File: src/design/fts_pkg.sv
// Shared types and constants for the failover target selector.
`default_nettype none

package fts_pkg;

  localparam int MAX_TARGETS = 16;
  localparam int TIME_W      = 32;
  localparam int TIDX_W      = 4;
  localparam int NUM_W       = 5;
  localparam int SECS_W      = 16;
  localparam int CFG_IDX_W   = 2;

  localparam logic [1:0] FUNC_DISPATCH = 2'd0;
  localparam logic [1:0] FUNC_FAIL     = 2'd1;
  localparam logic [1:0] FUNC_TICK     = 2'd2;

  localparam logic [1:0] STATUS_OK       = 2'd0;
  localparam logic [1:0] STATUS_DISABLED = 2'd1;
  localparam logic [1:0] STATUS_RANGE    = 2'd2;

  localparam logic [CFG_IDX_W-1:0] REG_NUM_TARGETS     = 2'd0;
  localparam logic [CFG_IDX_W-1:0] REG_DISABLE_SECONDS = 2'd1;

  typedef struct packed {
    logic [1:0]        func;
    logic [TIDX_W-1:0] target_index;
  } req_t;

  typedef struct packed {
    logic [TIDX_W-1:0] chosen_target;
    logic [1:0]        status;
    logic              reactivated_one;
    logic              reactivated_all;
  } rsp_t;

  // Command broadcast to every cell of the target chain.
  typedef struct packed {
    logic              apply;
    logic              dispatch;
    logic              fail;
    logic              none_found;
    logic [TIME_W-1:0] now;
    logic [TIME_W-1:0] deadline;
  } cell_cmd_t;

endpackage

`default_nettype wire

File: src/design/fts_cell.sv
// One target entry: disabled flag, re-enable time and its link in the priority chain.
`default_nettype none

module fts_cell (
  input  wire logic              clk,
  input  wire logic              rst,
  input  wire fts_pkg::cell_cmd_t cmd,
  input  wire logic              in_use,
  input  wire logic              sel,
  input  wire logic              found_in,
  output logic                   found_out,
  output logic                   pick,
  output logic                   pick_timed,
  output logic                   disabled
);
  import fts_pkg::*;

  logic              disabled_next;
  logic [TIME_W-1:0] reenable_time;
  logic [TIME_W-1:0] reenable_time_next;
  logic              qual;

  // Register whether this entry may serve; the table is stable while an item is at work.
  always_ff @(posedge clk) begin
    qual <= !disabled || (cmd.now >= reenable_time);
  end

  assign pick       = in_use && qual && !found_in;
  assign found_out  = found_in || (in_use && qual);
  assign pick_timed = pick && disabled;

  always_comb begin
    disabled_next      = disabled;
    reenable_time_next = reenable_time;
    if (cmd.apply) begin
      if (cmd.dispatch) begin
        if (pick_timed || (cmd.none_found && in_use)) begin
          disabled_next = 1'b0;
        end
      end else if (cmd.fail && sel && in_use && !disabled) begin
        disabled_next      = 1'b1;
        reenable_time_next = cmd.deadline;
      end
    end
  end

  always_ff @(posedge clk) begin
    if (rst) begin
      disabled      <= 1'b0;
      reenable_time <= '0;
    end else begin
      disabled      <= disabled_next;
      reenable_time <= reenable_time_next;
    end
  end

endmodule

`default_nettype wire

File: src/design/failover_target_selector.sv
// A transaction is taken while idle; the registered per-cell qualify compare follows in the
//   evaluate state and the priority chain through the cells in the apply state, which is
//   held while a result waits in the output register and is stalled.
// The result waits in an output register, so a new transaction is taken while it is held.
// Reset (rst, synchronous): all targets enabled, re-enable times and seconds counter
//   zero, num_targets 1, disable_seconds 300.
`default_nettype none

module failover_target_selector (
  input  wire logic                           clk,
  input  wire logic                           rst,
  input  wire logic                           req_valid,
  output logic                                req_stall,
  input  wire fts_pkg::req_t                  req,
  output logic                                rsp_valid,
  input  wire logic                           rsp_stall,
  output fts_pkg::rsp_t                       rsp,
  input  wire logic                           cfg_valid,
  output logic                                cfg_ready,
  input  wire logic [fts_pkg::CFG_IDX_W-1:0]  cfg_index,
  input  wire logic [fts_pkg::SECS_W-1:0]     cfg_data
);
  import fts_pkg::*;

  localparam logic [1:0] ST_IDLE  = 2'd0;
  localparam logic [1:0] ST_EVAL  = 2'd1;
  localparam logic [1:0] ST_APPLY = 2'd2;
  localparam int         EXT_W    = 8;

  logic [1:0]        state;
  logic [1:0]        state_next;
  req_t              cur;
  logic [NUM_W-1:0]  num_targets;
  logic [SECS_W-1:0] disable_seconds;
  logic [TIME_W-1:0] now_seconds;
  logic [TIME_W-1:0] now_seconds_next;
  logic [TIME_W:0]   deadline_sum;
  logic              apply;

  logic [MAX_TARGETS-1:0] in_use;
  logic [MAX_TARGETS-1:0] sel;
  logic [MAX_TARGETS:0]   found;
  logic [MAX_TARGETS-1:0] pick;
  logic [MAX_TARGETS-1:0] pick_timed;
  logic [MAX_TARGETS-1:0] disabled;
  cell_cmd_t              cmd;
  rsp_t                   result;

  assign cfg_ready = 1'b1;

  always_ff @(posedge clk) begin
    if (rst) begin
      num_targets     <= NUM_W'(1);
      disable_seconds <= SECS_W'(300);
    end else if (cfg_valid && cfg_ready) begin
      case (cfg_index)
        REG_NUM_TARGETS:     num_targets     <= cfg_data[NUM_W-1:0];
        REG_DISABLE_SECONDS: disable_seconds <= cfg_data;
        default: ;
      endcase
    end
  end

  assign req_stall = (state != ST_IDLE);
  assign apply     = (state == ST_APPLY) && (!rsp_valid || !rsp_stall);

  always_comb begin
    state_next = state;
    case (state)
      ST_IDLE:  if (req_valid) state_next = ST_EVAL;
      ST_EVAL:  state_next = ST_APPLY;
      ST_APPLY: if (apply) state_next = ST_IDLE;
      default:  state_next = ST_IDLE;
    endcase
  end

  always_ff @(posedge clk) begin
    if (rst) begin
      state <= ST_IDLE;
    end else begin
      state <= state_next;
    end
  end

  always_ff @(posedge clk) begin
    if (req_valid && !req_stall) begin
      cur <= req;
    end
  end

  // Entry zero is always in use; entries past the table are never in use.
  always_comb begin
    for (int i = 0; i < MAX_TARGETS; i++) begin
      in_use[i] = (i == 0) || ({{(EXT_W-NUM_W){1'b0}}, num_targets} > EXT_W'(i));
      sel[i]    = ({{(EXT_W-TIDX_W){1'b0}}, cur.target_index} == EXT_W'(i));
    end
  end

  assign deadline_sum = {1'b0, now_seconds} + {{(TIME_W-SECS_W+1){1'b0}}, disable_seconds};

  always_comb begin
    cmd.apply      = apply;
    cmd.dispatch   = (cur.func == FUNC_DISPATCH);
    cmd.fail       = (cur.func == FUNC_FAIL);
    cmd.none_found = !found[MAX_TARGETS];
    cmd.now        = now_seconds;
    cmd.deadline   = deadline_sum[TIME_W] ? {TIME_W{1'b1}} : deadline_sum[TIME_W-1:0];
  end

  assign found[0] = 1'b0;

  for (genvar g = 0; g < MAX_TARGETS; g++) begin : g_cell
    fts_cell u_cell (
      .clk        (clk),
      .rst        (rst),
      .cmd        (cmd),
      .in_use     (in_use[g]),
      .sel        (sel[g]),
      .found_in   (found[g]),
      .found_out  (found[g+1]),
      .pick       (pick[g]),
      .pick_timed (pick_timed[g]),
      .disabled   (disabled[g])
    );
  end

  always_comb begin
    result = '0;
    case (cur.func)
      FUNC_DISPATCH: begin
        for (int i = 0; i < MAX_TARGETS; i++) begin
          if (pick[i]) begin
            result.chosen_target = TIDX_W'(i);
          end
        end
        result.reactivated_one = |pick_timed;
        result.reactivated_all = !found[MAX_TARGETS];
      end
      FUNC_FAIL: begin
        if (!(|(sel & in_use))) begin
          result.status = STATUS_RANGE;
        end else if (|(sel & disabled)) begin
          result.status = STATUS_DISABLED;
        end else begin
          result.status = STATUS_OK;
        end
      end
      default: ;
    endcase
  end

  always_comb begin
    now_seconds_next = now_seconds;
    if (apply && (cur.func == FUNC_TICK) && (now_seconds != {TIME_W{1'b1}})) begin
      now_seconds_next = now_seconds + TIME_W'(1);
    end
  end

  always_ff @(posedge clk) begin
    if (rst) begin
      now_seconds <= '0;
    end else begin
      now_seconds <= now_seconds_next;
    end
  end

  // Hold the result until taken; load the next one when the slot frees.
  always_ff @(posedge clk) begin
    if (rst) begin
      rsp_valid <= 1'b0;
    end else if (apply) begin
      rsp_valid <= 1'b1;
    end else if (rsp_valid && !rsp_stall) begin
      rsp_valid <= 1'b0;
    end
  end

  always_ff @(posedge clk) begin
    if (apply) begin
      rsp <= result;
    end
  end

  a_pick_onehot0: assert property (@(posedge clk) disable iff (rst)
    (state == ST_APPLY) |-> $onehot0(pick))
    else $error("more than one target picked");

  a_pick_found: assert property (@(posedge clk) disable iff (rst)
    (apply && cmd.dispatch && found[MAX_TARGETS]) |-> $onehot(pick))
    else $error("dispatch found a target but none picked");

  a_apply_delivers: assert property (@(posedge clk) disable iff (rst)
    apply |=> (rsp_valid && state == ST_IDLE))
    else $error("applied transaction did not reach the output");

  a_now_monotonic: assert property (@(posedge clk) disable iff (rst)
    (state != ST_APPLY) |=> (now_seconds == $past(now_seconds)))
    else $error("seconds counter moved outside an apply");

endmodule

`default_nettype wire
File: config.mk
export PLATFORM = sky130hd
export DESIGN_NAME = failover_target_selector
export DESIGN_NICKNAME = d
export VERILOG_FILES = /design/src/design/fts_pkg.sv /design/src/design/fts_cell.sv /design/src/design/failover_target_selector.sv
export SDC_FILE = /design/constraint.sdc
export NUM_CORES = 2
export LEC_CHECK = 0
export ABC_AREA = 0
export BUFFER_PORTS_ARGS = -buffer_cell sky130_fd_sc_hd__buf_2
export CORE_AREA = 2 2 241 243
export DETAILED_ROUTE_END_ITERATION = 10
export DIE_AREA = 0 0 243 245
export GPL_TIMING_DRIVEN = 0
export PLACE_DENSITY = 0.88
export REMOVE_ABC_BUFFERS = 1
export SETUP_SLACK_MARGIN = 0.3
export SLEW_MARGIN = 20
export SYNTH_ARGS = -nofsm -noshare
export SYNTH_HDL_FRONTEND = slang
export SYNTH_SLANG_ARGS = --single-unit
File: constraint.sdc
create_clock -name clk -period 8.5 [get_ports clk]
set_input_delay 1.7 -clock clk [delete_from_list [all_inputs] [get_ports clk]]
set_output_delay 1.7 -clock clk [all_outputs]
set_load 0.05 [all_outputs]
Yosys cells after proc, flatten, opt, wreduce, memory -nomap -nowiden
Cells that the tools add are included.

operators by class
  add/subtract/negate cells = 2
  multipliers = 0
  div/mod/pow operators = 0
  magnitude comparators = 31
  equal/unequal tests = 39
  shift-type cells = 0
  multiplexer cells = 71
  bitwise operators = 3
  reduce and logical (&&, ||, !) cells = 257

operator list
  kind                                                            number
  >= comparator 32 bit                                            16
  logical AND 1 bit                                               113
  AND reduction 3 bit                                             32
  2-to-1 mux 4 bit                                                14
  2-to-1 mux 1 bit                                                52
  logical OR 1 bit                                                48
  OR reduction 16 bit                                             3
  greater-than comparator 5 x 4 -> 1 bit (second input constant)  8
  nonzero test 2 bit                                              18
  logical NOT 1 bit                                               35
  adder 32 x 16 -> 33 bit                                         1
  adder 32 x 1 -> 32 bit (second input constant)                  1
  AND 16 bit                                                      2
  equality test 4 bit (second input constant)                     8
  2-to-1 mux 32 bit                                               1
  inequality test 2 x 1 -> 1 bit (second input constant)          16
  inequality test 32 bit (second input constant)                  1
  greater-than comparator 5 x 3 -> 1 bit (second input constant)  4
  equality test 4 x 3 -> 1 bit (second input constant)            4
  greater-than comparator 5 x 2 -> 1 bit (second input constant)  2
  equality test 4 x 2 -> 1 bit (second input constant)            2
  AND reduction 2 bit                                             4
  equality test 2 x 1 -> 1 bit (second input constant)            3
  logical NOT 2 bit                                               3
  other kinds (8)                                                 12

storage, ports and cells
  flip-flop bits (word level) = 614
  bits in latches = 0
  RAM bits = 0
  ROM bits = 0
  bits of input ports = 29
  output and inout port bits = 11
  word-level logic and storage cells = 463
  memories kept = 0

Depth between registers and ports, before layout
  depth after elaboration = 22
  gate-level depth with buffers = 12
  depth with buffers taken out = 10

Cells and area by module
A second synthesis with hierarchy kept.

second synthesis, totals
  cell total of the unflattened synthesis = 4,832
  area total of the unflattened synthesis = 37,643.6 µm²

by module, submodules not included
  module                            times used  cells each  area an instance (µm²)  seq. area each (µm²)
  fts_cell at g_cell[0].u_cell ...  15          262         2,033.2                 680.7
  failover_target_selector          1           640         5,111.2                 1,541.5
  fts_cell at g_cell[1].u_cell      1           262         2,034.5                 680.7

Worst setup path after synthesis
No wires, ideal clock.

  kind = input port to flip-flop
  from = in rsp_stall
  to = reg g_cell[14].u_cell.disabled
  library setup time = 86 ps
  data arrival time = 3,426 ps
  data required time = 8,414 ps
  path slack = 4,988 ps
  stages on the path = 9
  path buffers = 3
  path through = nand2_1 nand2_1 or4_1 clkbuf_2 nor4_1 buf_2 buf_4 nor2_1 a211oi_1

between the ends
  cells in the longest elaborated chain, start to end = 4

ends and longest elaborated chain
  element                               line                            source
  start, declared                       failover_target_selector.sv:16  input wire logic rsp_stall,
  logical NOT 1 bit                     failover_target_selector.sv:65  assign apply = (state == ST_APPLY) && (!rsp_valid || !rsp_stall);
  logical OR 1 bit                      failover_target_selector.sv:65
  logical AND 1 bit                     failover_target_selector.sv:65
  AND reduction 3 bit (no source line)  --
  end signal, assigned                  fts_cell.sv:52                  disabled <= disabled_next;
  end, declared                         fts_cell.sv:14                  output logic disabled

Every way passes these cells.
A chain may end at the register's enable or synchronous reset.

Final worst setup path
  from = in rsp_stall
  to = reg g_cell[13].u_cell.reenable_time[2]

between the ends
  cells in the longest elaborated chain, start to end = 4

ends and longest elaborated chain
  element                               line                            source
  logical NOT 1 bit                     failover_target_selector.sv:65
  logical OR 1 bit                      failover_target_selector.sv:65
  logical AND 1 bit                     failover_target_selector.sv:65
  AND reduction 3 bit (no source line)  --
  end signal, assigned                  fts_cell.sv:53                  reenable_time <= reenable_time_next;
  end, declared                         fts_cell.sv:19                  logic [TIME_W-1:0] reenable_time;

Every way passes these cells.

==> reports/metrics.yaml <==
outcome:
  status: "finished, final reports clean"
drt:
  wl_mm: 109.0
  viasPerCell: 6.489
  first_iter_violations: 4034
  ant_nets: 0
  first_pass_iters: 7
  wire_per_inst_um: 21.08
  dr_total_vias: 33560
  drc_errors: 0
setup_path:
  crit_top_cell: "buf_2"
  worst_ep_required_time_ns: 9.03
  crit_buf_inv: 7
  critical_path.top_delay_family: "simple AND/OR/NAND/NOR gates"
  crit_chain: "buf_2 > nand2_1 > nand2_1 > nor2_1 > nand3_1 > nor4_2 > buf_2 > buf_4 > buf_2 > buf_2 > buf_2 > buf_2 > nor2_1 > a211oi_1"
  crit_start: "rsp_stall"
  crit_type: "input port to flop"
  cp-end-kind: "flop"
  max_stage_delay_ns: 0.87
  r2r_start: "now_seconds[6]"
  worstPathArrival_ns: 5.48
  crit_fanout: 10
  start_kind: "input port"
  slowest_stage: "nor4_2"
power:
  pwr-share-seq: 0.480
  switching_share: 0.2294
  p_leak_uw: 0.01536
  peakVddDrop_v: 0.0001654
  pwr-share-clk: 0.490
  p_sw_uw: 1392
  p_per_area_nw_per_um2: 149.9
  pwr-share-comb: 0.030
  intPower_uw: 4675
timing:
  fin_skew_ns: 0.03022
  fin_crit_sh: 0.5828
  rsz0062_at_grt: "false"
  tns_ns: 0
  clock.fmax_mhz: 201.9
  setup_viol: 0
  min_period_ns: 4.954
  hold_viol_final: 0
  worstMarginPinSlew_ns: 1.198
  slew_violations: 0
  relSlewSlack: 0.2003
global_route:
  grt_pass1_wl_mm: 173.7
  track_usage: 0.3621
  antenna_found_initial: 1
  grt_max_degree: 133
  overflow: 0
  grt_pass1_vias: 33190
die:
  io_pins: 40
  initial_core_util: 0.6412
  num_rows: 88
  die_area_um2: 59540
  coreArea_um2: 57030
  fp.dieH_um: 245
  die_w_um: 243
cts:
  cts_tree: "yes"
  cts_setup_buffers: 0
  clock_latency_ns: 0.63
  cts_buffers: 66
  postCtsHoldBufs: 0
  clock_tree.buffer_depth: 3
  clk_pin_slew_worst_paths_ns: 0.06
  htreeDepth: 3
  clock-sinks: 614
  clock_tree.root_cell: "clkbuf_16"
  ctsResizeCount: 0
finish:
  fin_area_um2: 40470
  drive_gt1_frac: 0.08672
  nNetsFinal: 4919
  syn_to_final_growth_pct: 10.66
job:
  maxCapViolations: 0
synthesis:
  synth.most_common_cell: "dfxtp_1"
  syn_area_um2: 36570
  yosysTopAreaCell: "dfxtp_1"
  ys_top_cells_by_count: "600 x dfxtp_1, 533 x inv_1, 529 x ha_1"
  synth_flop_cell: "dfxtp_1"
  ys_ff_latch: 614
  synth_seq_area_share: 0.3399
  yosysUniqueCellTypes: 83
  avgSynthCellArea_um2: 8.354
  synth.area.top_cells: "dfxtp_1 33%, ha_1 18%, a211oi_1 8.0%, inv_1 5.5%, nor2_1 5.3%"
  async_flop_share: 0
  synthCells: 4378
  synth_top_area_frac: 0.3284
  synth.yosys.warnings: 0
  synth_edf_count: 14
placement:
  port_buffers: 38
  dp_hpwl_mm: 72.52
  place.gp.congestion: 1.009
  dpl_cell_area_um2: 38240
hold_path:
  hp-class: "flop to flop"
  worstHoldStart: "g_cell[5].u_cell.reenable_time[26]"
==> power by group through the flow <==
stage                     registers, uW  logic [uW]  clock network, uW
after floorplan                    2970        76.5                  0
after global placement             2970         163                  0
after detailed placement           2970         177                  0
after CTS                          2910         178               2970
after global routing               2910         195               3100
final                              2910         184               2970
==> worst register-to-register path, stage by stage (launching register included) <==
cell and delay (ns):
dfxtp_1 1.06, ha_1 0.43, o211ai_1 0.17, o21ai_0 0.26, o21ai_0 0.39, o31ai_2 0.74, nand4_1 1.04, o211ai_1 0.59
a21oi_1 0.11
==> worst paths after layout <==
path,slack [ns],cells after the start,endpoint
worst min-delay path,0.45,2,g_cell[5].u_cell.reenable_time[26]
worst max-delay path,3.55,14,g_cell[13].u_cell.reenable_time[2]
worst max register to register,3.55,8,g_cell[12].u_cell.reenable_time[31]
worst min register to register,0.45,2,g_cell[5].u_cell.reenable_time[26]
==> per-stage QoR <==
step                      total power [uW]  hold slack (ns)  utilization  cells  setup WS, ns
final                                 6067           0.4542       0.7096   5172         3.546
after global routing                  6199           0.4691       0.7095   5170         3.377
after CTS                             6053           0.4531       0.7088   5169         3.682
after detailed placement              3150           0.4465       0.6705   5056         3.099
after global placement                3136           0.4403       0.6426   4928        -2.839
after floorplan                       3046           0.4258            -   4125         1.117
==> cell families after synthesis <==
kind of cell	share of synthesized area
multiplexers	0.007013
buffers and inverters	0.08392
adder cells (fa/ha/maj)	0.1815
AND/OR/NAND/NOR	0.1558
XOR/XNOR	0.008861
flip-flops	0.3399
AO/OA/AOI/OAI	0.2229
other	0.0001025
==> flip-flops by register name (all words and copies together), names as in the netlist <==
signal and flops:
now_seconds 32, num_targets 5, disable_seconds 16, cur 6, state 2, g_cell.u_cell.disabled 16
g_cell.u_cell.reenable_time 512, rsp 8, g_cell.u_cell.qual 16, rsp_valid 1
==> per-layer routing <==
metal | vias up | track usage | part of all wire
met3 | 596 | 0.08594 | 0.11
li1 | 15490 | - | -
met5 | - | 0 | 0.00012
met4 | 2 | 0.2236 | 0.063
met2 | 1952 | 0.5756 | 0.44
met1 | 15520 | 0.4447 | 0.38
==> area by class of cell <==
type                    instances  area, um^2
fillers                      4167       16560
flip-flops and latches        614       12460
well taps                     765       957.2
clock buffers                  87        1862
multi-input cells            2978       21460
clock inverters                26       322.8
diodes                          2       5.005
repair buffers                167        1409
inverters                     533        2001
==> layout by cell type (no fill, tap or decap), types with 12 or more instances in the layout <==
cell | netlist | layout
buf_4 | 7 | 25
o211ai_1 | 101 | 101
o21a_1 | 23 | 23
a21o_1 | 116 | 116
nand4_1 | 86 | 86
o22ai_1 | 63 | 62
edfxtp_1 | 14 | 14
o31ai_1 | 15 | 15
inv_1 | 533 | 533
a211oi_1 | 389 | 389
nor2b_1 | 35 | 34
nor3_1 | 40 | 39
a21oi_1 | 253 | 249
buf_8 | 0 | 13
o21ai_0 | 108 | 108
xnor2_1 | 22 | 22
buf_2 | 66 | 99
and4_1 | 15 | 15
nand2_1 | 220 | 220
a31oi_1 | 24 | 24
nand3_1 | 49 | 49
or3_1 | 14 | 14
nor2_1 | 517 | 507
dfxtp_1 | 600 | 579
clkbuf_16 | 0 | 67
nor4_2 | 1 | 19
nand2b_1 | 99 | 99
or4_1 | 17 | 17
nor4_1 | 39 | 20
dfxtp_2 | 0 | 21
ha_1 | 529 | 529
clkinv_2 | 0 | 12
buf_6 | 1 | 16
xor2_1 | 15 | 15
No activity file was read; power rests on OpenSTA's default activity.
